**src/hdl/bslru_pkg.sv**
```systemverilog
package bslru_pkg;

    // Input command codes carried in s_tuser.
    localparam logic CMD_ACCESS  = 1'b0;
    localparam logic CMD_RELEASE = 1'b1;

    // Action taken by the cells during the apply sweep.
    typedef enum logic [2:0] {
        MODE_NONE,
        MODE_HIT,
        MODE_FREE,
        MODE_EVICT,
        MODE_RELEASE
    } mode_t;

    // Sequencer states of the top level.
    typedef enum logic [1:0] {
        ST_IDLE,
        ST_GATHER,
        ST_APPLY,
        ST_DONE
    } state_t;

endpackage

```
**src/hdl/buffer_slot_lru_replacer_top.sv**
```systemverilog
// Buffer slot LRU replacer. The block tracks SLOTS buffer slots, each with a used
// flag, an owner handle and an age (higher age means more recently used). An access
// transaction promotes the slot the handle already owns, otherwise takes the
// highest-index free slot, otherwise evicts the lowest-index slot of age zero and
// reports its previous owner; a release transaction frees the handle's slot. The
// state lives in a row of SLOTS identical cells. A record is passed from cell to
// cell, one cell per clock: a gather sweep collects the hit, free and age-zero
// candidates, then an apply sweep carries the decision back down the row while
// each cell updates itself. The block therefore accepts no new transaction until
// both sweeps over the cell row are done and the result has been loaded into the
// output register, which must first be free. One result transaction follows
// every input transaction; it is held in an output register, so a new input
// transaction can be accepted while the previous result still waits. There is no
// clearing pass after reset; all slots start free with age zero.
module buffer_slot_lru_replacer_top #(
    parameter int SLOTS       = 8,
    parameter int HANDLE_BITS = 8
) (
    input  logic                                                    clk,
    input  logic                                                    rst_n,
    input  logic                                                    s_tvalid,
    output logic                                                    s_tready,
    // Fields from bit 0: handle.
    input  logic [((HANDLE_BITS+7)/8)*8-1:0]                        s_tdata,
    // Fields from bit 0: command.
    input  logic [0:0]                                              s_tuser,
    output logic                                                    m_tvalid,
    input  logic                                                    m_tready,
    // Fields from bit 0: slot, granted, was_hit, evicted, evicted_handle.
    output logic [((($clog2(SLOTS)+3+HANDLE_BITS)+7)/8)*8-1:0]      m_tdata
);
    import bslru_pkg::*;

    localparam int IDX_W   = $clog2(SLOTS);
    localparam int CNT_W   = $clog2(SLOTS + 1);
    localparam int OUT_RAW = IDX_W + 3 + HANDLE_BITS;
    localparam int OUT_W   = ((OUT_RAW + 7) / 8) * 8;
    localparam logic [IDX_W:0] AGE_TOP = (IDX_W+1)'(SLOTS - 1);

    // Record handed from cell to cell. The first group is filled during the
    // gather sweep, the second group steers the apply sweep.
    typedef struct packed {
        logic                   valid;
        logic                   apply;
        logic [HANDLE_BITS-1:0] handle;
        logic                   hit_found;
        logic [IDX_W-1:0]       hit_idx;
        logic [IDX_W-1:0]       hit_age;
        logic [CNT_W-1:0]       used_cnt;
        logic                   free_found;
        logic [IDX_W-1:0]       free_idx;
        logic                   zero_found;
        logic [IDX_W-1:0]       zero_idx;
        logic [HANDLE_BITS-1:0] zero_owner;
        mode_t                  mode;
        logic                   take;
        logic [IDX_W-1:0]       tgt_idx;
        logic [IDX_W-1:0]       tgt_age;
        logic [IDX_W-1:0]       s_cnt;
    } rec_t;

    // Broadcast write of the promoted slot's final age.
    typedef struct packed {
        logic             valid;
        logic [IDX_W-1:0] idx;
        logic [IDX_W-1:0] age;
    } fix_t;

    state_t state_reg, state_next;

    logic                   cmd_reg, cmd_next;
    logic [HANDLE_BITS-1:0] handle_reg, handle_next;
    mode_t                  mode_reg, mode_next;
    logic [IDX_W-1:0]       mine_reg, mine_next;
    logic [IDX_W-1:0]       res_slot_reg, res_slot_next;
    logic                   res_gr_reg, res_gr_next;
    logic                   res_hit_reg, res_hit_next;
    logic                   res_ev_reg, res_ev_next;
    logic [HANDLE_BITS-1:0] res_evh_reg, res_evh_next;
    logic                   m_valid_reg, m_valid_next;
    logic [OUT_W-1:0]       m_data_reg, m_data_next;

    rec_t rec_chain [SLOTS+1];
    rec_t tail;
    rec_t gather_launch;
    rec_t apply_launch;
    fix_t fix;

    logic accept;
    logic decide;
    logic finish;
    logic out_load;

    // Decision taken from the gathered record.
    mode_t            dec_mode;
    logic             dec_take;
    logic [IDX_W-1:0] dec_tgt_idx;
    logic [IDX_W-1:0] dec_tgt_age;
    logic [IDX_W:0]   promo_sum;
    logic [IDX_W-1:0] promo_age;

    assign tail = rec_chain[SLOTS];

    // The cell row.
    for (genvar i = 0; i < SLOTS; i++)
    begin : g_cell
        bslru_cell #(
            .SLOTS       (SLOTS),
            .HANDLE_BITS (HANDLE_BITS),
            .IDX         (i),
            .rec_t       (rec_t),
            .fix_t       (fix_t)
        ) u_cell (
            .clk     (clk),
            .rst_n   (rst_n),
            .rec_in  (rec_chain[i]),
            .fix     (fix),
            .rec_out (rec_chain[i+1])
        );
    end

    // Next-state logic of the sequencer.
    always_comb
    begin
        state_next = state_reg;
        unique case (state_reg)
            ST_IDLE:
            begin
                if (s_tvalid)
                begin
                    state_next = ST_GATHER;
                end
            end
            ST_GATHER:
            begin
                if (tail.valid)
                begin
                    state_next = ST_APPLY;
                end
            end
            ST_APPLY:
            begin
                if (tail.valid)
                begin
                    state_next = ST_DONE;
                end
            end
            ST_DONE:
            begin
                if (!m_valid_reg || m_tready)
                begin
                    state_next = ST_IDLE;
                end
            end
            default:
            begin
                state_next = ST_IDLE;
            end
        endcase
    end

    // Control outputs of the sequencer.
    always_comb
    begin
        s_tready = 1'b0;
        decide   = 1'b0;
        finish   = 1'b0;
        out_load = 1'b0;
        unique case (state_reg)
            ST_IDLE:   s_tready = 1'b1;
            ST_GATHER: decide   = tail.valid;
            ST_APPLY:  finish   = tail.valid;
            ST_DONE:   out_load = !m_valid_reg || m_tready;
            default:
            begin
            end
        endcase
    end

    assign accept = s_tvalid && s_tready;

    // Decision from the gathered record.
    always_comb
    begin
        dec_mode      = MODE_NONE;
        dec_take      = 1'b0;
        dec_tgt_idx   = '0;
        dec_tgt_age   = '0;
        res_slot_next = '0;
        res_gr_next   = 1'b0;
        res_hit_next  = 1'b0;
        res_ev_next   = 1'b0;
        res_evh_next  = '0;
        if (cmd_reg == CMD_RELEASE)
        begin
            if (tail.hit_found)
            begin
                dec_mode      = MODE_RELEASE;
                dec_tgt_idx   = tail.hit_idx;
                res_slot_next = tail.hit_idx;
                res_gr_next   = 1'b1;
                res_hit_next  = 1'b1;
            end
        end
        else if (tail.hit_found)
        begin
            dec_mode      = MODE_HIT;
            dec_tgt_idx   = tail.hit_idx;
            dec_tgt_age   = tail.hit_age;
            res_slot_next = tail.hit_idx;
            res_gr_next   = 1'b1;
            res_hit_next  = 1'b1;
        end
        else if (tail.free_found)
        begin
            // A free slot exists, so the used count stays below SLOTS.
            dec_mode      = MODE_FREE;
            dec_tgt_idx   = tail.free_idx;
            dec_tgt_age   = tail.used_cnt[IDX_W-1:0];
            res_slot_next = tail.free_idx;
            res_gr_next   = 1'b1;
        end
        else
        begin
            // All slots used: evict the first slot of age zero, if any.
            dec_mode    = MODE_EVICT;
            dec_take    = tail.zero_found;
            dec_tgt_idx = tail.zero_idx;
            if (tail.zero_found)
            begin
                res_slot_next = tail.zero_idx;
                res_gr_next   = 1'b1;
                res_ev_next   = 1'b1;
                res_evh_next  = tail.zero_owner;
            end
        end
    end

    always_comb
    begin
        gather_launch        = '0;
        gather_launch.valid  = accept;
        gather_launch.handle = s_tdata[HANDLE_BITS-1:0];

        apply_launch         = '0;
        apply_launch.valid   = decide;
        apply_launch.apply   = 1'b1;
        apply_launch.handle  = handle_reg;
        apply_launch.mode    = dec_mode;
        apply_launch.take    = dec_take;
        apply_launch.tgt_idx = dec_tgt_idx;
        apply_launch.tgt_age = dec_tgt_age;

        rec_chain[0] = (state_reg == ST_GATHER) ? apply_launch : gather_launch;
    end

    // The promoted slot climbs by the number of used slots ranked above it.
    assign promo_sum = {1'b0, mine_reg} + {1'b0, tail.s_cnt};
    assign promo_age = (promo_sum > AGE_TOP) ? AGE_TOP[IDX_W-1:0] : promo_sum[IDX_W-1:0];

    always_comb
    begin
        fix.valid = finish && (mode_reg == MODE_HIT);
        fix.idx   = res_slot_reg;
        fix.age   = promo_age;
    end

    // Item and result registers.
    assign cmd_next    = accept ? s_tuser[0] : cmd_reg;
    assign handle_next = accept ? s_tdata[HANDLE_BITS-1:0] : handle_reg;
    assign mode_next   = decide ? dec_mode : mode_reg;
    assign mine_next   = decide ? tail.hit_age : mine_reg;

    always_comb
    begin
        m_valid_next = m_valid_reg && !m_tready;
        m_data_next  = m_data_reg;
        if (out_load)
        begin
            m_valid_next = 1'b1;
            m_data_next  = OUT_W'({res_evh_reg, res_ev_reg, res_hit_reg,
                                   res_gr_reg, res_slot_reg});
        end
    end

    always_ff @(posedge clk or negedge rst_n)
    begin
        if (!rst_n)
        begin
            state_reg   <= ST_IDLE;
            m_valid_reg <= 1'b0;
        end
        else
        begin
            state_reg   <= state_next;
            m_valid_reg <= m_valid_next;
        end
    end

    always_ff @(posedge clk)
    begin
        cmd_reg    <= cmd_next;
        handle_reg <= handle_next;
        mode_reg   <= mode_next;
        mine_reg   <= mine_next;
        m_data_reg <= m_data_next;
        if (decide)
        begin
            res_slot_reg <= res_slot_next;
            res_gr_reg   <= res_gr_next;
            res_hit_reg  <= res_hit_next;
            res_ev_reg   <= res_ev_next;
            res_evh_reg  <= res_evh_next;
        end
    end

    assign m_tvalid = m_valid_reg;
    assign m_tdata  = m_data_reg;

endmodule

```
**src/hdl/bslru_cell.sv**
```systemverilog
module bslru_cell #(
    parameter int  SLOTS       = 8,
    parameter int  HANDLE_BITS = 8,
    parameter int  IDX         = 0,
    parameter type rec_t       = logic,
    parameter type fix_t       = logic
) (
    input  logic clk,
    input  logic rst_n,
    input  rec_t rec_in,
    input  fix_t fix,
    output rec_t rec_out
);
    import bslru_pkg::*;

    localparam int IDX_W = $clog2(SLOTS);
    localparam logic [IDX_W-1:0] MY_IDX  = IDX_W'(IDX);
    localparam logic [IDX_W-1:0] AGE_TOP = IDX_W'(SLOTS - 1);

    logic                   used_reg, used_next;
    logic [HANDLE_BITS-1:0] owner_reg, owner_next;
    logic [IDX_W-1:0]       age_reg, age_next;
    rec_t                   rec_reg, rec_next;

    always_comb
    begin
        used_next  = used_reg;
        owner_next = owner_reg;
        age_next   = age_reg;
        rec_next   = rec_in;

        if (rec_in.valid && !rec_in.apply)
        begin
            // Gather sweep: add this slot's view to the passing record.
            if (used_reg && (owner_reg == rec_in.handle) && !rec_in.hit_found)
            begin
                rec_next.hit_found = 1'b1;
                rec_next.hit_idx   = MY_IDX;
                rec_next.hit_age   = age_reg;
            end
            if (used_reg)
            begin
                rec_next.used_cnt = rec_in.used_cnt + 1'b1;
            end
            else
            begin
                rec_next.free_found = 1'b1;
                rec_next.free_idx   = MY_IDX;
            end
            if ((age_reg == '0) && !rec_in.zero_found)
            begin
                rec_next.zero_found = 1'b1;
                rec_next.zero_idx   = MY_IDX;
                rec_next.zero_owner = owner_reg;
            end
        end
        else if (rec_in.valid && rec_in.apply)
        begin
            // Apply sweep: each slot performs its own part of the decision.
            case (rec_in.mode)
                MODE_HIT:
                begin
                    if (used_reg && (age_reg > rec_in.tgt_age))
                    begin
                        age_next       = age_reg - 1'b1;
                        rec_next.s_cnt = rec_in.s_cnt + 1'b1;
                    end
                end
                MODE_FREE:
                begin
                    if (rec_in.tgt_idx == MY_IDX)
                    begin
                        used_next  = 1'b1;
                        owner_next = rec_in.handle;
                        age_next   = rec_in.tgt_age;
                    end
                end
                MODE_EVICT:
                begin
                    if (rec_in.take && (rec_in.tgt_idx == MY_IDX))
                    begin
                        owner_next = rec_in.handle;
                        age_next   = AGE_TOP;
                    end
                    else if (age_reg != '0)
                    begin
                        age_next = age_reg - 1'b1;
                    end
                end
                MODE_RELEASE:
                begin
                    if (rec_in.tgt_idx == MY_IDX)
                    begin
                        used_next = 1'b0;
                    end
                end
                default:
                begin
                end
            endcase
        end

        // Final age of a promoted slot arrives after the apply sweep.
        if (fix.valid && (fix.idx == MY_IDX))
        begin
            age_next = fix.age;
        end
    end

    always_ff @(posedge clk or negedge rst_n)
    begin
        if (!rst_n)
        begin
            used_reg <= 1'b0;
            age_reg  <= '0;
            rec_reg  <= '0;
        end
        else
        begin
            used_reg <= used_next;
            age_reg  <= age_next;
            rec_reg  <= rec_next;
        end
    end

    always_ff @(posedge clk)
    begin
        owner_reg <= owner_next;
    end

    assign rec_out = rec_reg;

endmodule
```
**config.mk**
```make
export PLATFORM = sky130hd
export DESIGN_NAME = buffer_slot_lru_replacer_top
export DESIGN_NICKNAME = d
export VERILOG_FILES = /design/src/hdl/bslru_pkg.sv /design/src/hdl/buffer_slot_lru_replacer_top.sv /design/src/hdl/bslru_cell.sv
export SDC_FILE = /design/constraint.sdc
export NUM_CORES = 1
export LEC_CHECK = 0
export BUFFER_PORTS_ARGS = -buffer_cell sky130_fd_sc_hd__buf_2
export CORE_MARGIN = 5
export CORE_UTILIZATION = 60
export DETAILED_ROUTE_END_ITERATION = 7
export PLACE_DENSITY = 0.77
export REMOVE_ABC_BUFFERS = 1
export SLEW_MARGIN = 20
export SYNTH_ARGS = -nofsm -noshare
export SYNTH_HDL_FRONTEND = slang
export SYNTH_SLANG_ARGS = --single-unit
```
**constraint.sdc**
```tcl
create_clock -name clk -period 3.08 [get_ports clk]
set_input_delay 0.462 -clock clk [delete_from_list [all_inputs] [get_ports clk]]
set_output_delay 0.462 -clock clk [all_outputs]
set_load 0.01 [all_outputs]
```
Word level (Yosys, flattened, before mapping)
Index checks and enable logic that the tools add are counted.
- bits in registers: 522
- bits of input ports: 13
- add/sub/neg operators: 25
- order comparisons: 9
- equal/unequal tests: 118
- mux-type cells: 219
- bitwise logic cells: 9
- reduce and logical (&&, ||, !) cells: 172
- operator list (cell ; number):
    3-bit 2-to-1 mux ; 102
    27-bit 2-to-1 mux ; 8
    8-bit 2-to-1 mux ; 16
    8-bit case mux with 2 select lines ; 8
    12-bit 2-to-1 mux ; 8
    5-bit AND reduction ; 16
    3-bit case mux with 3 select lines ; 8
    1-bit logical AND ; 67
    8-bit equality test ; 8
    4-bit 2-to-1 mux ; 16
    3-bit by 2-bit equality test with 1-bit output (second input constant) ; 20
    7-bit 2-to-1 mux ; 8
    2-bit by 1-bit != test with 1-bit output (second input constant) ; 26
    50-bit 2-to-1 mux ; 1
    3-bit equality test (second input constant) ; 16
    3-bit by 1-bit != test with 1-bit output (second input constant) ; 16
    6-bit AND reduction ; 8
    2-bit nonzero test ; 24
    3-bit by 1-bit equality test with 1-bit output (second input constant) ; 11
    4-bit by 1-bit adder with 4-bit output (second input constant) ; 8
    4-bit by 1-bit != test with 1-bit output (second input constant) ; 8
    4-bit nonzero test ; 8
    3-bit logical NOT ; 10
    1-bit 2-to-1 mux ; 30
    19 further kinds ; 101

Logic depth before layout (Yosys ltp)
- depth in word-level cells: 11
- mapped depth: 12

By module
From an unflattened synthesis, not the netlist that was laid out.
- cells, all modules: 1520
- area, all modules: 21618.2 µm²
- modules (own cells, without submodules) (module ; instances ; cells an instance ; area an instance (µm²)):
    bslru_cell (g_cell[1].u_cell ...) ; 2 ; 174 ; 2457.4
    bslru_cell (g_cell[5].u_cell) ; 1 ; 168 ; 2469.9
    bslru_cell (g_cell[4].u_cell) ; 1 ; 174 ; 2449.8
    bslru_cell (g_cell[3].u_cell) ; 1 ; 166 ; 2442.3
    bslru_cell (g_cell[6].u_cell) ; 1 ; 174 ; 2438.6
    bslru_cell (g_cell[7].u_cell) ; 1 ; 170 ; 2402.3
    bslru_cell (g_cell[0].u_cell) ; 1 ; 173 ; 2384.8
    buffer_slot_lru_replacer_top ; 1 ; 147 ; 2115.8

Worst setup path before layout
No wires, ideal clock.
- path type: register -> register
- start point: register g_cell[7].u_cell.rec_reg, in the netlist g_cell[7].u_cell.rec_out[28]
- end point: register g_cell[0].u_cell.age_reg[0]
- library setup time: 126 ps
- arrival time: 2623 ps
- required time: 2954 ps
- slack: 331 ps
- cell stages (with the launch flop): 12
- buffers on the path: 2
- path through: dfrtp_1 -> clkbuf_1 -> clkbuf_1 -> nor2b_1 -> nand2_1 -> a21o_1 -> ha_1 -> a21oi_1 -> a2111o_1 -> o2111ai_1 -> a21oi_2 -> a221o_1
- cells in the longest elaborated chain, start to end: 11
- ends and longest elaborated chain (element ; line ; RTL):
    start: declaration ; bslru_cell.sv:23 ; rec_t rec_reg, rec_next;
    start signal: assignment ; bslru_cell.sv:122 ; rec_reg <= rec_next;
    3-bit 2-to-1 mux ; buffer_slot_lru_replacer_top.sv:214 ; else if (tail.free_found)
    3-bit 2-to-1 mux ; buffer_slot_lru_replacer_top.sv:205 ; else if (tail.hit_found)
    3-bit 2-to-1 mux ; buffer_slot_lru_replacer_top.sv:194 ; if (cmd_reg == CMD_RELEASE)
    50-bit 2-to-1 mux (*) ; buffer_slot_lru_replacer_top.sv:254 ; rec_chain[0] = (state_reg == ST_GATHER) ? apply_launch : gather_launch;
    3-bit logical NOT ; bslru_cell.sv:71, bslru_cell.sv:80 ;
    1-bit logical AND ; bslru_cell.sv:80 ; if (rec_in.take && (rec_in.tgt_idx == MY_IDX))
    3-bit 2-to-1 mux ; bslru_cell.sv:80 ;
    3-bit case mux with 3 select lines ; bslru_cell.sv:60 ; case (rec_in.mode)
    3-bit 2-to-1 mux ; bslru_cell.sv:57 ; else if (rec_in.valid && rec_in.apply)
    3-bit 2-to-1 mux ; bslru_cell.sv:32 ; if (rec_in.valid && !rec_in.apply)
    3-bit 2-to-1 mux ; bslru_cell.sv:104 ; if (fix.valid && (fix.idx == MY_IDX))
    end signal: assignment ; bslru_cell.sv:121 ; age_reg <= age_next;
    end: declaration ; bslru_cell.sv:22 ; logic [IDX_W-1:0] age_reg, age_next;
Mark *: on every way between the ends. The rest lies on a longest branch, timed or not. The select of a mux whose other input is x is not followed.
A chain may end at the register's enable or synchronous reset.

==> flow_summary.ini <==
[clock_network]
cts_sinks = 488
cts_setup_buffers = 0
postCtsHoldBufs = 1
clock_path_buffers = 3
root_buffer = clkbuf_16
cts_tree = yes
cts_resized = 0
cts_made_buffers = 48
clk_pin_slew_ps = 60
htree_levels = 2
clock_latency_ps = 560

[place]
gp_congestion = 0.928
portBuffers = 28
hpwlAfterDp_mm = 26.7
dpl_cell_area_um2 = 19900

[power_and_ir_drop]
ir_worst_vdd_mv = 0.585
p_per_area_nw_per_um2 = 808
p_leak_nw = 9.86

[route]
viasPerCell = 5.67
final_antenna_net_count = 0
drt_iter0_markers = 705
vias = 10700
wl_per_cell_um = 19.5
drtPass1Iterations = 5
finalWirelength_mm = 36.9
post-route-drc-count = 0

[critical_path]
rrSetupSlack_ps = 340
crit_type = reg2reg
crit_path_frequent_cell = ha_1
end_kind = flip-flop
slowest_stage = a2111o_1
start_kind = flip-flop
cp_max_fo = 5
cp_data_required_time_ps = 3520
critPathTopFamily = compound AO/OA/AOI/OAI gates
critPathArrivalTime_ps = 3180
max_stage_delay_ps = 440
crit_chain = inv_1 > ha_1 > nand2b_1 > a21o_1 > ha_1 > a21oi_1 > a2111o_1 > o2111ai_1 > a21oi_2 > a221o_1
path_buf_inv = 1

[run]
maxCapViolations = 0

[cells_and_area]
register_area_um2 = 12700
multi_input_area_um2 = 5990
mostFrequentLayoutCells = dfrtp_1 (381), edfxtp_1 (107), mux2_2 (102)
layout_commonest_cell = dfrtp_1
nets = 1528
area_delta_synth_final_pct = 12.5
final_cell_area_um2 = 21400
drive_above_1_share = 0.187
n_fill_cell = 2104
largest_reg_flops = 346

[yosys]
ys_seq_elements = 488
syn-cell-area_um2 = 19100
syn-mean-instance-area_um2 = 13.9
yosys_warnings = 0
yosysUniqueCellTypes = 67
synth_ff_type = dfrtp_1
synthArstFlopShare = 0.781
postSynthCellCount = 1368
synth_edf_count = 107
synth-seq-area-share = 0.669

[global_route]
grtUsageTotal = 0.215
gr-total-overflow = 0
grt_max_degree = 97
antenna_found_initial = 1
grt_pass1_vias = 11300
grt_first_pass_wirelength_mm = 60.5

[worst_hold_path]
hp-class = in2reg

[sta]
fin_setup_tns_ps = 0
setup_viol = 0
fin_skew_ps = 20.0
drv_slew = 0
rsz0062_at_grt = no
worstMarginPinSlew_ps = 795
slew_headroom = 0.467
fin_crit_sh = 0.890
period_minus_slack_ps = 2740
hold_viol = 0
fmax_mhz = 365

[floorplan]
die_y_um = 188
start_util = 0.605
io_pins = 31
die_x_um = 188
core_um2 = 31500
rows = 65
die-area_um2 = 35400

[run_status]
status = complete, no violations
-- cell usage after synthesis, types with 3 or more instances --
| cell | n | area (µm²) |
|---|---|---|
| edfxtp_1 | 107 | 3210 |
| mux2i_1 | 12 | 120 |
| nand2_1 | 60 | 225 |
| o21bai_1 | 9 | 67.6 |
| mux2_2 | 102 | 1150 |
| and2_1 | 13 | 81.3 |
| nand4b_1 | 4 | 35.0 |
| nand3b_1 | 10 | 75.1 |
| a21oi_1 | 33 | 165 |
| o31ai_1 | 7 | 52.6 |
| nand4_1 | 10 | 62.6 |
| nand3_1 | 25 | 125 |
| o32a_1 | 3 | 30.0 |
| nor3_2 | 4 | 40.0 |
| inv_1 | 64 | 240 |
| o21ai_0 | 26 | 130 |
| nor2_1 | 60 | 225 |
| a21o_1 | 4 | 30.0 |
| ha_1 | 60 | 751 |
| o21ai_2 | 3 | 26.3 |
| o221ai_1 | 3 | 26.3 |
| or3_1 | 3 | 18.8 |
| o211ai_1 | 5 | 37.5 |
| xnor2_1 | 30 | 263 |
| o22a_1 | 5 | 43.8 |
| a221o_1 | 7 | 70.1 |
| nor4_1 | 15 | 93.8 |
| or2_2 | 38 | 238 |
| a211o_1 | 5 | 43.8 |
| dfrtp_1 | 381 | 9530 |
| xor2_1 | 63 | 552 |
| o32ai_1 | 6 | 52.6 |
| nor3_1 | 25 | 125 |
| and3_1 | 17 | 106 |
| a22oi_1 | 7 | 52.6 |
| clkbuf_1 | 13 | 48.8 |
| o22ai_1 | 11 | 68.8 |
| nor2b_1 | 47 | 294 |
| nand2b_1 | 31 | 194 |
| nor3b_1 | 5 | 37.5 |
-- logic make-up (layout without fill, tap and decap cells) --
family	count (synthesis)	in the layout	synth area share
buf+inv	83	207	0.0172
fa+ha+maj	61	61	0.0404
mux	114	114	0.0666
simple gates	382	382	0.111
compound gates	146	146	0.0526
xor+xnor	93	93	0.0427
other cells	1	3	0.000197
flops	488	488	0.669
-- worst paths after layout --
check | start | endpoint | depth (start not counted)
setup / recovery | state_reg[1]$_DFFE_PN0P_ | g_cell[0].u_cell.age_reg[0]$_DFFE_PN0P_ | 10
hold / removal | s_tdata[7] | handle_reg[7]$_DFFE_PP_ | 1
setup reg to reg | state_reg[1]$_DFFE_PN0P_ | g_cell[0].u_cell.age_reg[0]$_DFFE_PN0P_ | 10
hold reg to reg | g_cell[0].u_cell.rec_out[8]$_DFF_PN0_ | g_cell[1].u_cell.rec_out[8]$_DFF_PN0_ | 0
max in group asynchronous | rst_n | g_cell[6].u_cell.rec_out[16]$_DFF_PN0_ | 3
min in group asynchronous | rst_n | g_cell[7].u_cell.rec_out[2]$_DFF_PN0_ | 2
-- report_power, final --
group,internal (mW),total (mW),switching (mW)
registers,7.85,8.69,0.843
logic,1.36,3.04,1.68
clock network,3.25,5.58,2.34
total,12.5,17.3,4.86
-- through the flow --
stage               hold WS [ps]  setup WS (ps)  total power [mW]  utilization  std cells
floorplan                    166            217              10.6            -       1350
global placement             354            635              11.7        0.631       1805
detailed placement           363            420              11.8        0.631       1805
CTS                         64.2            357              17.5        0.681       1895
global route                72.9            255              18.2        0.681       1895
finish                      88.1            340              17.3        0.681       1896
-- final cells by class --
| class | instances | share of cell area |
|---|---|---|
| Antenna cell | 1 | 0.000117 |
| Clock buffer | 78 | 0.0679 |
| Clock inverter | 11 | 0.00432 |
| Inverter | 64 | 0.0112 |
| Multi-Input combinational cell | 798 | 0.280 |
| Sequential cell | 488 | 0.595 |
| Tap cell | 402 | 0.0235 |
| Timing Repair Buffer | 54 | 0.0186 |
-- worst reg2reg max path: cells and delay by family, from the launching register on --
family                   cells  cell delay [ps]
AO/OA/AOI/OAI                6             1460
adder cells (fa/ha/maj)      2              510
buffers and inverters        1              100
flip-flops                   1              420
AND/OR/NAND/NOR              1              150
-- routing by layer --
layer / share of wire / global-route usage / vias to the layer above
met4: 0.030 / 0.0669 / 0
li1: - / - / 4971
met1: 0.42 / 0.287 / 5425
met3: 0.050 / 0.0335 / 80
met5: 0 / 0 / -
met2: 0.50 / 0.368 / 265
Note: power is estimated with default switching activity, not from simulation.
